<file path="config.mk">
export PLATFORM = sky130hd
export DESIGN_NAME = mpeg_ps_pes_packetizer_flat
export DESIGN_NICKNAME = d
export VERILOG_FILES = /design/src/rtl/core/mpp_pkg.sv /design/src/rtl/core/mpp_in_t.sv /design/src/rtl/core/mpp_stream_if.sv /design/src/rtl/core/mpp_front.sv /design/src/rtl/core/mpp_queue.sv /design/src/rtl/core/mpp_back.sv /design/src/rtl/core/mpeg_ps_pes_packetizer.sv /design/src/flat_wrapper.sv
export VERILOG_INCLUDE_DIRS = /design/src /design/src/rtl/core
export SDC_FILE = /design/constraint.sdc
export NUM_CORES = 2
export LEC_CHECK = 0
export BUFFER_PORTS_ARGS = -buffer_cell sky130_fd_sc_hd__buf_2
export CAP_MARGIN = 20
export CORE_UTILIZATION = 60
export DETAILED_ROUTE_END_ITERATION = 8
export PLACE_DENSITY_LB_ADDON = 0.12
export SETUP_SLACK_MARGIN = 0.1
export SKIP_CTS_REPAIR_TIMING = 1
export SYNTH_ARGS = -nofsm -noshare
export SYNTH_HDL_FRONTEND = slang
export SYNTH_HIERARCHICAL = 1
export SYNTH_SLANG_ARGS = --single-unit
</file>
<file path="constraint.sdc">
create_clock -name i_clk -period 7.1 [get_ports i_clk]
set_input_delay 0 -clock i_clk [delete_from_list [all_inputs] [get_ports i_clk]]
set_output_delay 0 -clock i_clk [all_outputs]
set_load 0.02 [all_outputs]
</file>
<file path="src/rtl/core/mpeg_ps_pes_packetizer_assert.svh">
// Assertion macros shared by the packetizer modules.
// Depends on nothing; included by the files that assert.
`ifndef MPEG_PS_PES_PACKETIZER_ASSERT_SVH
`define MPEG_PS_PES_PACKETIZER_ASSERT_SVH
// Implication checked on every clock edge outside reset.
`define MPP_ASSERT_IMPL(lbl, clk, rst_n, a, c) \
    lbl: assert property (@(posedge clk) disable iff (!rst_n) (a) |-> (c)) \
        else $error("assertion failed");
// Next-cycle implication checked outside reset.
`define MPP_ASSERT_NEXT(lbl, clk, rst_n, a, c) \
    lbl: assert property (@(posedge clk) disable iff (!rst_n) (a) |=> (c)) \
        else $error("assertion failed");
`endif

</file>
<file path="src/rtl/core/mpp_pkg.sv">
// Package for the program stream packetizer: types, constants, header table.
// Depends on nothing.
package mpp_pkg;
    localparam logic [32:0] M_TS_DELTA = 33'd3600;
    localparam logic [8:0]  SCR_EXT_DIV = 9'd300;

    // Configuration register indexes.
    localparam logic [1:0] REG_VOFF = 2'd0;
    localparam logic [1:0] REG_AOFF = 2'd1;
    localparam logic [1:0] REG_MUX  = 2'd2;

    typedef enum logic [2:0] {
        OP_ERROR  = 3'd0,
        OP_PACK   = 3'd1,
        OP_IFRAME = 3'd2,
        OP_PES    = 3'd3,
        OP_BYTE   = 3'd4
    } t_op;

    // One command from the classifier to the byte generator.
    typedef struct packed {
        t_op         op;
        logic        audio;
        logic        real_ts;
        logic [16:0] plen;
        logic [32:0] stamp;
        logic [7:0]  data;
        logic        last;
    } t_cmd;

    typedef enum logic [2:0] {
        S_IDLE = 3'd0,
        S_PACK = 3'd1,
        S_SYS  = 3'd2,
        S_MAP  = 3'd3,
        S_PES  = 3'd4,
        S_BYTE = 3'd5
    } t_gen_state;

    function automatic logic [7:0] f_map_byte(input logic [4:0] idx);
        logic [7:0] b;
        case (idx)
            5'd0: b = 8'h00;  5'd1: b = 8'h00;  5'd2: b = 8'h01;  5'd3: b = 8'hBC;
            5'd4: b = 8'h00;  5'd5: b = 8'h18;  5'd6: b = 8'hE1;  5'd7: b = 8'hFF;
            5'd8: b = 8'h00;  5'd9: b = 8'h00;  5'd10: b = 8'h00; 5'd11: b = 8'h08;
            5'd12: b = 8'h1B; 5'd13: b = 8'hE0; 5'd14: b = 8'h00; 5'd15: b = 8'h06;
            5'd16: b = 8'h0A; 5'd17: b = 8'h04; 5'd18: b = 8'h65; 5'd19: b = 8'h6E;
            5'd20: b = 8'h67; 5'd21: b = 8'h00; 5'd22: b = 8'h90; 5'd23: b = 8'hC0;
            5'd24: b = 8'h00; 5'd25: b = 8'h00; 5'd26: b = 8'h23; 5'd27: b = 8'hB9;
            5'd28: b = 8'h0F; 5'd29: b = 8'h3D;
            default: b = 8'h00;
        endcase
        return b;
    endfunction

    function automatic logic [7:0] f_sys_tail(input logic [3:0] idx);
        logic [7:0] b;
        case (idx)
            4'd0: b = 8'hFE; 4'd1: b = 8'hE1; 4'd2: b = 8'h7F; 4'd3: b = 8'hE0;
            4'd4: b = 8'hE0; 4'd5: b = 8'hD8; 4'd6: b = 8'hC0; 4'd7: b = 8'hC0;
            4'd8: b = 8'h20;
            default: b = 8'h00;
        endcase
        return b;
    endfunction

    // One byte of a 5-byte PTS/DTS field.
    function automatic logic [7:0] f_ts_byte(input logic [32:0] v, input logic [7:0] pfx,
                                             input logic [2:0] k);
        logic [7:0] b;
        case (k)
            3'd0: b = {4'h0, v[32:30], 1'b0} | pfx;
            3'd1: b = v[29:22];
            3'd2: b = {v[21:15], 1'b1};
            3'd3: b = v[14:7];
            3'd4: b = {v[6:0], 1'b1};
            default: b = 8'h00;
        endcase
        return b;
    endfunction
endpackage

</file>
<file path="src/rtl/core/mpp_in_t.sv">
// Input and output payload structs for the packetizer channels.
// Depends on nothing.
package mpp_io_pkg;
    typedef struct packed {
        logic        kind;
        logic [1:0]  frame_type;
        logic [32:0] pts;
        logic [23:0] frame_len;
        logic [7:0]  data_byte;
    } t_in_item;
    typedef struct packed {
        logic [7:0] out_byte;
        logic       out_last;
        logic       error;
    } t_out_item;
endpackage

</file>
<file path="src/rtl/core/mpp_stream_if.sv">
// Valid/ready stream interface with a generic payload type.
// Depends on nothing.
interface mpp_stream_if #(parameter type T = logic) (input logic i_clk);
    logic valid;
    logic ready;
    T     data;
    modport source (output valid, output data, input ready);
    modport sink   (input valid, input data, output ready);
endinterface

</file>
<file path="src/rtl/core/mpp_front.sv">
// Front end: accepts items, tracks frame state and issues commands.
// Depends on mpp_pkg and mpp_io_pkg.
module mpp_front
    import mpp_pkg::*;
    import mpp_io_pkg::*;
#(
    parameter int CHUNK_BYTES = 61440
) (
    input  logic            i_clk,
    input  logic            i_rst_n,
    input  logic            i_valid,
    output logic            o_ready,
    input  t_in_item        i_item,
    input  logic [32:0]     i_video_off,
    input  logic [32:0]     i_audio_off,
    output logic            o_cmd_valid,
    input  logic            i_cmd_ready,
    output t_cmd            o_cmd
);
    localparam logic [23:0] CHUNK = 24'(CHUNK_BYTES);

    logic        r_open, n_open;
    logic        r_audio, n_audio;
    logic [23:0] r_left, n_left;
    logic [15:0] r_chunk, n_chunk;
    logic        r_first, n_first;
    logic [32:0] r_stamp, n_stamp;
    t_cmd        c;
    logic        acc;
    logic [23:0] cl;
    logic        a;

    assign o_ready     = i_cmd_ready;
    assign o_cmd_valid = i_valid;
    assign acc         = i_valid & i_cmd_ready;
    assign o_cmd       = c;

    always_comb begin
        n_open = r_open; n_audio = r_audio; n_left = r_left;
        n_chunk = r_chunk; n_first = r_first; n_stamp = r_stamp;
        c = '0;
        c.op = OP_ERROR;
        a = i_item.frame_type[1];
        cl = r_left;
        if (!i_item.kind) begin
            n_open = 1'b0; n_chunk = '0;
            if (i_item.frame_len == '0 || (a && i_item.frame_len > 24'd65522)) begin
                c.op = OP_ERROR;
            end else begin
                n_audio = a;
                n_stamp = i_item.pts + (a ? i_audio_off : i_video_off);
                n_left  = i_item.frame_len;
                n_first = 1'b1;
                n_open  = 1'b1;
                c.stamp = n_stamp;
                if (a) c.op = OP_BYTE;
                else if (i_item.frame_type[0]) c.op = OP_PACK;
                else c.op = OP_IFRAME;
                // An audio start emits nothing; marked with op BYTE and real_ts clear.
                c.real_ts = ~a;
            end
        end else if (!r_open || r_left == '0) begin
            c.op = OP_ERROR;
        end else begin
            c.op = OP_PES;
            c.audio = r_audio;
            c.stamp = r_stamp;
            c.data = i_item.data_byte;
            c.real_ts = 1'b0;
            if (r_chunk == '0) begin
                if (!r_audio && r_left > CHUNK) cl = CHUNK;
                c.real_ts = r_audio | r_first;
                c.plen = {1'b1, 16'(cl + 24'd13)};
                n_first = 1'b0;
                n_chunk = 16'(cl) - 16'd1;
            end else begin
                n_chunk = r_chunk - 16'd1;
            end
            n_left = r_left - 24'd1;
            c.last = (n_left == '0);
            if (c.last) begin
                n_open = 1'b0; n_chunk = '0;
            end
        end
    end

    always_ff @(posedge i_clk) begin
        if (!i_rst_n) begin
            r_open <= 1'b0; r_audio <= 1'b0; r_left <= '0;
            r_chunk <= '0; r_first <= 1'b1; r_stamp <= '0;
        end else if (acc) begin
            r_open <= n_open; r_audio <= n_audio; r_left <= n_left;
            r_chunk <= n_chunk; r_first <= n_first; r_stamp <= n_stamp;
        end
    end
endmodule

</file>
<file path="src/rtl/core/mpp_queue.sv">
// Two-entry command queue between front and back end.
// Depends on mpp_pkg.
module mpp_queue
    import mpp_pkg::*;
(
    input  logic i_clk,
    input  logic i_rst_n,
    input  logic i_valid,
    output logic o_ready,
    input  t_cmd i_cmd,
    output logic o_valid,
    input  logic i_ready,
    output t_cmd o_cmd
);
    t_cmd       r_mem [2];
    logic       r_wp, r_rp;
    logic [1:0] r_cnt;
    logic       wr, rd;

    assign o_ready = (r_cnt != 2'd2);
    assign o_valid = (r_cnt != 2'd0);
    assign o_cmd   = r_mem[r_rp];
    assign wr = i_valid & o_ready;
    assign rd = o_valid & i_ready;

    always_ff @(posedge i_clk) begin
        if (wr) r_mem[r_wp] <= i_cmd;
        if (!i_rst_n) begin
            r_wp <= 1'b0; r_rp <= 1'b0; r_cnt <= '0;
        end else begin
            if (wr) r_wp <= ~r_wp;
            if (rd) r_rp <= ~r_rp;
            r_cnt <= r_cnt + 2'(wr) - 2'(rd);
        end
    end

    `include "mpeg_ps_pes_packetizer_assert.svh"
    `MPP_ASSERT_IMPL(a_no_overflow, i_clk, i_rst_n, r_cnt == 2'd2, !wr)
    `MPP_ASSERT_NEXT(a_cnt_up, i_clk, i_rst_n, wr && !rd, r_cnt != 2'd0)
    `MPP_ASSERT_IMPL(a_cnt_range, i_clk, i_rst_n, 1'b1, r_cnt != 2'd3)
endmodule

</file>
<file path="src/rtl/core/mpp_back.sv">
// Back end: expands commands into program stream bytes with a skid-free
// output register. Depends on mpp_pkg and mpp_io_pkg.
module mpp_back
    import mpp_pkg::*;
    import mpp_io_pkg::*;
(
    input  logic        i_clk,
    input  logic        i_rst_n,
    input  logic        i_valid,
    output logic        o_ready,
    input  t_cmd        i_cmd,
    input  logic [21:0] i_prog_rate,
    output logic        o_valid,
    input  logic        i_ready,
    output t_out_item   o_item
);
    t_gen_state  r_st, n_st;
    logic [5:0]  r_idx, n_idx;
    t_cmd        r_cmd, n_cmd;
    logic [32:0] r_scr;
    logic [24:0] r_x1;
    logic [20:0] r_x2, r_x3;
    logic [12:0] r_q;
    logic [41:0] rp;
    logic [8:0]  scr_ext;
    logic        r_ov, n_ov;
    t_out_item   r_o, n_o;
    logic        take, adv, start;
    logic [7:0]  b;
    logic        fin;
    logic [32:0] s;
    logic [32:0] dts;
    logic [4:0]  pi;

    assign o_valid = r_ov;
    assign o_item  = r_o;
    assign adv     = !r_ov || i_ready;
    assign o_ready = adv && (r_st == S_IDLE);
    assign take    = i_valid && o_ready;
    assign s       = i_cmd.stamp - M_TS_DELTA;

    // The SCR remainder mod 300 is folded down over the free-running registers r_x1,
    // r_x2, r_x3 and r_q: 2^16 mod 300 is 136 and 2^12 mod 300 is 196, and the last
    // 21-bit value is divided by a reciprocal multiply that is exact over that range.
    // The result settles through these registers after a start, well before pack byte 8.
    assign rp      = 42'(r_x2) * 42'd1789570;
    assign scr_ext = 9'(r_x3 - 21'(r_q) * 21'(SCR_EXT_DIV));

    assign dts = r_cmd.stamp - M_TS_DELTA;
    assign pi  = 5'(r_idx);

    always_comb begin
        n_st = r_st; n_idx = r_idx; n_cmd = r_cmd;
        n_ov = r_ov && !i_ready; n_o = r_o;
        b = 8'h00; fin = 1'b0;
        start = 1'b0;
        if (take) begin
            n_cmd = i_cmd; n_idx = '0;
            case (i_cmd.op)
                OP_ERROR: begin
                    n_ov = 1'b1; n_o = '{out_byte: 8'h00, out_last: 1'b0, error: 1'b1};
                end
                OP_PACK, OP_IFRAME: begin n_st = S_PACK; start = 1'b1; end
                OP_PES: begin
                    // A byte inside a packet goes straight to the output register.
                    if (i_cmd.plen[16]) begin
                        n_st = S_PES;
                    end else begin
                        n_ov = 1'b1;
                        n_o = '{out_byte: i_cmd.data, out_last: i_cmd.last, error: 1'b0};
                    end
                end
                default: ;
            endcase
        end else if (adv && r_st != S_IDLE) begin
            case (r_st)
                S_PACK: begin
                    case (r_idx[3:0])
                        4'd0, 4'd1: b = 8'h00;
                        4'd2: b = 8'h01;
                        4'd3: b = 8'hBA;
                        4'd4: b = {2'b01, r_scr[32:30], 1'b1, r_scr[29:28]};
                        4'd5: b = r_scr[27:20];
                        4'd6: b = {r_scr[19:15], 1'b1, r_scr[14:13]};
                        4'd7: b = r_scr[12:5];
                        4'd8: b = {r_scr[4:0], 1'b1, scr_ext[8:7]};
                        4'd9: b = {scr_ext[6:0], 1'b1};
                        4'd10: b = i_prog_rate[21:14];
                        4'd11: b = i_prog_rate[13:6];
                        4'd12: b = {i_prog_rate[5:0], 2'b11};
                        default: b = 8'hF8;
                    endcase
                    fin = (r_idx == 6'd13);
                    if (fin) n_st = (r_cmd.op == OP_IFRAME) ? S_SYS : S_IDLE;
                end
                S_SYS: begin
                    case (r_idx[4:0])
                        5'd0, 5'd1, 5'd4: b = 8'h00;
                        5'd2: b = 8'h01;
                        5'd3: b = 8'hBB;
                        5'd5: b = 8'h0C;
                        5'd6: b = {1'b1, i_prog_rate[21:15]};
                        5'd7: b = i_prog_rate[14:7];
                        5'd8: b = {i_prog_rate[6:0], 1'b1};
                        default: b = f_sys_tail(4'(r_idx - 6'd9));
                    endcase
                    fin = (r_idx == 6'd17);
                    if (fin) n_st = S_MAP;
                end
                S_MAP: begin
                    b = f_map_byte(pi);
                    fin = (r_idx == 6'd29);
                    if (fin) n_st = S_IDLE;
                end
                S_PES: begin
                    if (!r_cmd.plen[16]) begin
                        n_st = S_BYTE;
                    end else begin
                        case (r_idx[4:0])
                            5'd0, 5'd1: b = 8'h00;
                            5'd2: b = 8'h01;
                            5'd3: b = r_cmd.audio ? 8'hC0 : 8'hE0;
                            5'd4: b = r_cmd.plen[15:8];
                            5'd5: b = r_cmd.plen[7:0];
                            5'd6: b = 8'h80;
                            5'd7: b = 8'hC0;
                            5'd8: b = 8'h0A;
                            default: begin
                                if (r_idx < 6'd14)
                                    b = f_ts_byte(r_cmd.real_ts ? r_cmd.stamp : '0,
                                                  8'h31, 3'(r_idx - 6'd9));
                                else
                                    b = f_ts_byte(r_cmd.real_ts ? dts : '0,
                                                  8'h11, 3'(r_idx - 6'd14));
                            end
                        endcase
                        fin = (r_idx == 6'd18);
                        if (fin) n_st = S_BYTE;
                    end
                    if (r_cmd.plen[16]) begin
                        n_ov = 1'b1; n_o = '{out_byte: b, out_last: 1'b0, error: 1'b0};
                    end
                end
                S_BYTE: begin
                    n_ov = 1'b1;
                    n_o = '{out_byte: r_cmd.data, out_last: r_cmd.last, error: 1'b0};
                    n_st = S_IDLE;
                end
                default: n_st = S_IDLE;
            endcase
            if (r_st == S_PACK || r_st == S_SYS || r_st == S_MAP) begin
                n_ov = 1'b1; n_o = '{out_byte: b, out_last: 1'b0, error: 1'b0};
            end
            n_idx = fin ? '0 : r_idx + 6'd1;
        end
    end

    always_ff @(posedge i_clk) begin
        r_cmd <= n_cmd;
        r_o   <= n_o;
        r_idx <= n_idx;
        if (start) r_scr <= s;
        r_x1 <= 25'(r_scr[32:16]) * 25'd136 + 25'(r_scr[15:0]);
        r_x2 <= 21'(r_x1[24:12]) * 21'd196 + 21'(r_x1[11:0]);
        r_x3 <= r_x2;
        r_q  <= rp[41:29];
        if (!i_rst_n) begin
            r_st <= S_IDLE; r_ov <= 1'b0;
        end else begin
            r_st <= n_st; r_ov <= n_ov;
        end
    end

    `include "mpeg_ps_pes_packetizer_assert.svh"
    `MPP_ASSERT_NEXT(a_hold, i_clk, i_rst_n, r_ov && !i_ready, r_ov && $stable(r_o))
    `MPP_ASSERT_IMPL(a_idle_take, i_clk, i_rst_n, take, r_st == S_IDLE)
    `MPP_ASSERT_IMPL(a_err_clean, i_clk, i_rst_n, r_ov && r_o.error,
                     r_o.out_byte == 8'h00 && !r_o.out_last)
endmodule

</file>
<file path="src/rtl/core/mpeg_ps_pes_packetizer.sv">
// Top level of the MPEG-2 program stream PES packetizer.
// Depends on mpp_pkg, mpp_io_pkg, mpp_stream_if, mpp_front, mpp_queue, mpp_back.
//
// Usage: items enter on the in_ch sink channel; each is a frame start (kind 0)
// or one payload byte (kind 1). Output bytes leave on the out_ch source
// channel with out_last on the final payload byte of a frame and error on a
// rejected item. Registers are written through i_cfg_we/i_cfg_idx/i_cfg_data; the user
// must write them only while the block is idle, as the block does not enforce this.
// A payload byte inside a PES packet goes straight to the output register. The byte
// generator emits one byte per cycle while the receiver does not stall, after it takes
// a header request, so a packet's first byte follows 19 header bytes, a P start gives
// 14 pack header bytes, an I start 62 header bytes and an audio start no bytes.
// From acceptance, a payload byte or an error passes the queue and the output
// register, and a header passes the generator state register as well.
// A two-entry command queue lets input be taken while the generator works.
// Reset clears frame state, the queue and the output register and loads the
// register reset values. When the receiver stalls, the output register holds
// its byte and the queue fills, after which input ready drops.
module mpeg_ps_pes_packetizer
    import mpp_pkg::*;
    import mpp_io_pkg::*;
#(
    parameter int CHUNK_BYTES = 61440
) (
    input  logic        i_clk,
    input  logic        i_rst_n,
    mpp_stream_if.sink   in_ch,
    mpp_stream_if.source out_ch,
    input  logic        i_cfg_we,
    input  logic [1:0]  i_cfg_idx,
    input  logic [32:0] i_cfg_data
);
    logic [32:0] r_voff, r_aoff;
    logic [21:0] r_mux;
    logic        f_v, f_r, q_v, q_r;
    t_cmd        f_c, q_c;
    t_out_item   o_it;

    always_ff @(posedge i_clk) begin
        if (!i_rst_n) begin
            r_voff <= 33'd3600; r_aoff <= 33'd3600; r_mux <= '0;
        end else if (i_cfg_we) begin
            case (i_cfg_idx)
                REG_VOFF: r_voff <= i_cfg_data;
                REG_AOFF: r_aoff <= i_cfg_data;
                REG_MUX:  r_mux  <= i_cfg_data[21:0];
                default: ;
            endcase
        end
    end

    mpp_front #(.CHUNK_BYTES(CHUNK_BYTES)) u_front (
        .i_clk, .i_rst_n, .i_valid(in_ch.valid), .o_ready(in_ch.ready),
        .i_item(in_ch.data), .i_video_off(r_voff), .i_audio_off(r_aoff),
        .o_cmd_valid(f_v), .i_cmd_ready(f_r), .o_cmd(f_c)
    );

    mpp_queue u_queue (
        .i_clk, .i_rst_n, .i_valid(f_v), .o_ready(f_r), .i_cmd(f_c),
        .o_valid(q_v), .i_ready(q_r), .o_cmd(q_c)
    );

    mpp_back u_back (
        .i_clk, .i_rst_n, .i_valid(q_v), .o_ready(q_r), .i_cmd(q_c),
        .i_prog_rate(r_mux), .o_valid(out_ch.valid), .i_ready(out_ch.ready),
        .o_item(o_it)
    );

    assign out_ch.data = o_it;
endmodule

</file>
<file path="src/flat_wrapper.sv">
// flat-port wrapper written by rule: the top's interface ports become plain ports
module mpeg_ps_pes_packetizer_flat import mpp_pkg::*; import mpp_io_pkg::*;
#(
    parameter int CHUNK_BYTES = 61440
)
  (i_clk, i_rst_n, i_cfg_we, i_cfg_idx, i_cfg_data, in_ch_valid, in_ch_data, in_ch_ready, out_ch_valid, out_ch_data, out_ch_ready);
  mpp_stream_if #(.T(t_in_item)) in_ch_i (.i_clk(i_clk));
  mpp_stream_if #(.T(t_out_item)) out_ch_i (.i_clk(i_clk));
  input  logic i_clk;
  input  logic i_rst_n;
  input  logic i_cfg_we;
  input  logic [1:0] i_cfg_idx;
  input  logic [32:0] i_cfg_data;
  input wire logic [$bits(in_ch_i.valid)-1:0] in_ch_valid;
  input wire logic [$bits(in_ch_i.data)-1:0] in_ch_data;
  output wire logic [$bits(in_ch_i.ready)-1:0] in_ch_ready;
  output wire logic [$bits(out_ch_i.valid)-1:0] out_ch_valid;
  output wire logic [$bits(out_ch_i.data)-1:0] out_ch_data;
  input wire logic [$bits(out_ch_i.ready)-1:0] out_ch_ready;
  assign in_ch_i.valid = in_ch_valid;
  assign in_ch_i.data = in_ch_data;
  assign in_ch_ready = in_ch_i.ready;
  assign out_ch_valid = out_ch_i.valid;
  assign out_ch_data = out_ch_i.data;
  assign out_ch_i.ready = out_ch_ready;
  mpeg_ps_pes_packetizer #(.CHUNK_BYTES(CHUNK_BYTES)) u_core (.i_clk(i_clk), .i_rst_n(i_rst_n), .in_ch(in_ch_i), .out_ch(out_ch_i), .i_cfg_we(i_cfg_we), .i_cfg_idx(i_cfg_idx), .i_cfg_data(i_cfg_data));
endmodule
</file>
# --- Word level (Yosys, flattened, before mapping) ---
# Memories as Yosys holds them, arrays and structs flattened. A register that Yosys moved wholly into a read port is not among the register bits.
# Index checks and enable logic that the tools add are counted.
classes:
  n_addsub: 15
  n_mul: 4
  div: 0
  n_lt_le_gt_ge: 3
  eq_ne: 57
  n_shift: 0
  muxes: 83
  n_bitwise: 8
  reduce_logical: 44
ops:
  columns: ["operator", "count"]
  rows:
  - ["$mux W33", 5]
  - ["$mux W16", 8]
  - ["$pmux W8 S12", 1]
  - ["$pmux W8 S5", 2]
  - ["$logic_not A24 Y1", 3]
  - ["$mux W24", 3]
  - ["$sub A33 B12 Y33 const B", 2]
  - ["$pmux W8 S8", 1]
  - ["$mux W61", 1]
  - ["$pmux W8 S7", 1]
  - ["$mux W10", 5]
  - ["$gt A24 B16 Y1 const B", 2]
  - ["$mul A21 B20 Y41 const B", 1]
  - ["$pmux W10 S2", 2]
  - ["$add A33 B33 Y33", 1]
  - ["$mux W3", 11]
  - ["$pmux W8 S4", 1]
  - ["$sub A16 B1 Y16 const B", 2]
  - ["$eq A3 B2 Y1 const B", 9]
  - ["$add A25 B16 Y25", 1]
  - ["$mux W1", 25]
  - ["$sub A24 B1 Y24 const B", 1]
  - ["$mul A17 B5 Y22 const B", 1]
  - ["$add A21 B12 Y21", 1]
  - ["61 further kinds", 124]
totals:
  regBits: 353
  latchBits: 0
  ram_bits: 128
  mem_bits_ro: 384
  in_bits: 108
  output_inout_bits: 12
  word_cells: 247
  n_memories: 3
mem_list:
  columns: ["memory", "depth", "width", "read_ports", "rd_clocked_by_memory_dff", "wr", "line_no", "text"]
  rows:
  - ["(no name shown)", 32, 8, 1, 1, 0, "mpp_pkg.sv:42", "case (idx)"]
  - ["(no name shown)", 16, 8, 1, 0, 0, "mpp_pkg.sv:58", "case (idx)"]
  - ["u_core.u_queue.r_mem", 2, 64, 1, 1, 1, "mpp_queue.sv:15", "t_cmd r_mem [2];"]

# --- Logic depth before layout (Yosys ltp) ---
logic_depth:
  word_depth: 11
  ltp_mapped: 22
  depth_no_buf: 22

# --- Modules after synthesis ---
# The synthesis kept the hierarchy.
modules_own_cells:
  columns: ["mod", "instances", "cells_per_inst", "area_each_um2", "seq_area_each_um2"]
  rows:
  - ["mpp_back", 1, 1883, 18188.7, 4814.6]
  - ["mpp_front", 1, 1021, 7415.9, 1521.5]
  - ["mpp_queue", 1, 223, 5154.9, 3943.8]
  - ["mpeg_ps_pes_packetizer", 1, 328, 3378.2, 1761.7]

# --- Worst setup path after synthesis ---
# Ideal clock, no wire load.
synth_timing:
  path_kind: "reg2reg"
  startpoint: "register u_core.u_back.r_x2[12]"
  endpoint: "register u_core.u_back.r_q[4]"
  setup_ns: 0.072
  t_arrival_ns: 5.629
  required_time_ns: 7.028
  setup_slack_ns: 1.399
  stages_incl_launch_ff: 21
  path_buffers: 0
  synth_period_minus_slack_ns: 5.701
  path_cell_list: "dfxtp_1 inv_1 fa_1 fa_1 inv_1 fa_1 fa_1 inv_1 fa_1 inv_1 ha_1 ha_1 ha_1 a21oi_1 nand2_1 a2111oi_0 a21oi_1 o41ai_1 o21ai_0 a21oi_1 xnor2_1"
synth_via:
  elab_chain_len: 1
synth_lines:
  columns: ["item", "line_no", "text"]
  rows:
  - ["start, declared", "mpp_back.sv:22", "logic [20:0] r_x2, r_x3;"]
  - ["start signal, assigned", "mpp_back.sv:164", "r_x2 <= 21'(r_x1[24:12]) * 21'd196 + 21'(r_x1[11:0]);"]
  - ["$mul A21 B20 Y41", "mpp_back.sv:46", "assign rp = 42'(r_x2) * 42'd1789570;"]
  - ["net u_core.u_back.rp[33]", "mpp_back.sv:24", "logic [41:0] rp;"]
  - ["end signal, assigned", "mpp_back.sv:166", "r_q <= rp[41:29];"]
  - ["end, declared", "mpp_back.sv:23", "logic [12:0] r_q;"]
# The timed path passes the listed nets, and every way through them passes these cells.
# A chain may end at the register's enable or synchronous reset.

# --- Worst setup path in the final report ---
layout_timing:
  startpoint: "register u_core.u_back.r_x2[12]"
  endpoint: "register u_core.u_back.r_q[6]"
# The elaborated chain is that of the path after synthesis.

==> out/qor.txt <==
Post-Syn Instances - 3455
Unique masters post-synth - 106
HPWL after DPL - 69400 um
Die area - 57900 um2
Synth warn - 6
Status - complete, but fails checks
Final nets - 4149
Initial antenna violation count - 0
Clock tree sinks - 484
Max Cap Viol - 0
Via count - 26700
Starting DRT DRC Count - 2135
Actual slew at the worst max-slew pin - 1100 ps
Area share of the largest cell type after synthesis - 20.7%
Die width - 241 um
Fin. max-slew vios - 0
#FFs+latches synth - 484
DRC viols - 0
GPL Wtd Cong - 0.935
Top FF cell, synth - dfxtp_1
Dpl cells - 4213
Synth area leaders - edfxtp_1 21%, dfxtp_1 15%, ha_1 11%
Die Y - 241 um
Final Hold Viols - 11
Critical path type - reg -> reg
Post-route ant nets - 0
Ys async rst share - 0%
Initial core utilization - 60.7%
Antenna diode count - 0
Worst skew pair latency - 640 ps
Req. time, crit path - 7650 ps
Achievable Freq - 157 MHz
Synth Area per Inst - 9.88 um2
Failing checks - negative hold slack
Syn Std Cell Area - 34100 um2
Ratio of cells with drive above 1 in the final layout - 10.5%
Syn Nets - 4006
Final setup fails - 0
WL final - 91900 um
Routed vias/inst - 6.07
Worst hold slack - -57.5 ps
Clock-pin slew on the worst setup and hold paths - 60 ps
Number of port buffers - 119
CTS root buffer - clkbuf_16
Area Growth Syn to Fin - 10.4%
Setup Skew - 38.0 ps
Unrepaired setup endpoints after global routing - no
# rows - 87
# IOs - 120
Largest net degree at the start of global routing - 91
Setup crit end kind - flop
Number of global-route vias before repair - 26000
Synth area leader - edfxtp_1
Total global-route track usage - 31.4%
Final min period - 6360 ps
First-pass GRT wire length - 142000 um
Grt ovf - 0
Total negative slack - 0 ps
CTS Buffer Depth - 3
Cts bufs inserted - 53
Final Non-Filler Cells - 4399
Clock tree from TritonCTS - built
Part of the cycle the worst path needs - 89.6%
HP Class - in -> reg
Slew HR - 26.6%
Post-synth EDFFs - 235
DR pass1 iterations - 6
Worst EP arrival - 6900 ps
Wirelength per Cell - 20.9 um
Startpoint types - flop
H-tree levels - 2
Worst-path maximum fanout - 5
Core area - 56300 um2
Seq/Total Area, Yosys - 35.3%
[cell usage in the layout (no fill, tap or decap), drive strengths merged, types with 29 or more instances in the layout]
cell,instances
nand2,347
dfxtp,249
xnor2,124
buf,148
clkbuf,64
and2,34
mux2,97
a31oi,43
dlygate4sd3,83
nor3,76
nand3,63
ha,303
edfxtp,235
o21a,30
nand2b,31
mux2i,99
a21oi,184
a21o,43
nor2,188
inv,343
nor2b,46
fa,140
xor2,64
o21ai,128
nor4,29
a211oi,30
[logic make-up (layout without fill, tap and decap cells)]
logic type	after synthesis	in the layout	share of synthesized area [%]
muxes	196	196	6.76
DFF	484	484	35.3
adders and majority gates	444	444	19.3
AOI/OAI and AO/OA	713	713	14.1
xor gates and xnor gates	188	188	4.82
and+or+nand+nor	946	946	13.5
buffers and inverters	484	672	6.14
[stage by stage]
step	setup WS, ps	hold WS (ps)	instance area (um2)	util (%)
2_1_floorplan	1400	122	34100	-
3_3_place_gp	858	266	35100	62.4
3_5_place_dp	751	279	35100	62.4
4_1_cts	732	-388	36800	65.4
5_1_grt	242	1.66	37700	67.0
6_report	741	-57.5	37700	67.0
[sequential cells by signal, indices dropped and copies added, names as in the netlist, 6 cells and up, named ones only]
signal	count
u_core/u_queue/r_mem	128
u_core/u_back/r_cmd	64
u_core/r_aoff	33
u_core/r_voff	33
u_core/u_back/r_scr	33
u_core/u_front/r_stamp	33
u_core/u_back/r_x1	25
u_core/u_front/r_left	24
u_core/r_mux	22
u_core/u_back/r_x2	21
u_core/u_front/r_chunk	16
u_core/u_back/o_item	10
u_core/u_back/r_x3	9
u_core/u_back/r_q	7
u_core/u_back/r_idx	6
[synth_stat cells (16+ instances only)]
master and count:
nand3_1 62, nor3_1 74, or4_1 18, o21a_1 30, fa_1 140, a22oi_1 24
nor2b_1 46, clkbuf_1 84, nand2b_1 31, a31oi_1 43, a21o_1 43, mux2_2 37
and3_1 23, xor2_1 64, mux2i_1 99, inv_1 337, or3_1 24, ha_1 303
nand4_1 20, nand2_1 346, edfxtp_1 235, o31ai_1 16, o21ai_0 116, dfxtp_1 249
a21oi_1 184, a211oi_1 30, a22o_1 26, o211ai_1 18, and2_1 34, buf_2 22
nor4_1 25, mux2_4 60, xnor2_1 124, nor2_1 187
[critical path, cell delays in order, from the launching register on]
cell and delay, ps:
dfxtp_1 420, inv_1 220, fa_1 540, fa_1 530, inv_1 60, fa_1 460
fa_1 480, inv_1 50, fa_1 530, inv_1 40, ha_1 290, ha_1 300
ha_1 330, a21oi_1 150, nand2_1 70, a2111oi_0 370, a21oi_1 210, o41ai_1 630
a21oi_1 200, o221ai_1 260, xnor2_1 150
[final timing paths]
| kind | startpoint | endpoint | slack [ps] | depth (start not counted) |
|---|---|---|---|---|
| min | in_ch_data[34] | u_core/u_front/r_stamp[2] | -60 | 5 |
| max reg2reg | u_core/u_back/r_x2[12] | u_core/u_back/r_q[6] | 740 | 20 |
| min reg2reg | u_core/u_back/r_x1[1] | u_core/u_back/r_x2[1] | 350 | 0 |
| max | u_core/u_back/r_x2[12] | u_core/u_back/r_q[6] | 740 | 20 |
[final cells by class]
| type | count | area (um2) |
|---|---|---|
| repair buffers | 232 | 1670 |
| clock buffers | 63 | 1370 |
| multi-input cells | 2487 | 20000 |
| inverters | 340 | 1280 |
| well taps | 756 | 946 |
| clock inverters | 37 | 363 |
| fillers | 4487 | 18600 |
| flip-flops and latches | 484 | 12000 |
[metal layers]
| metal | GRT usage, % | vias up | routed length [um] |
|---|---|---|---|
| met2 | 54.8 | 942 | 45700 |
| met3 | 3.40 | 202 | 4970 |
| li1 | - | 12600 | - |
| met5 | 0 | - | 0 |
| met1 | 40.1 | 13000 | 37900 |
| met4 | 11.7 | 0 | 3310 |
Power is not shown: default switching activity piles up to over one toggle a cycle in this logic, so the estimate is an artifact.
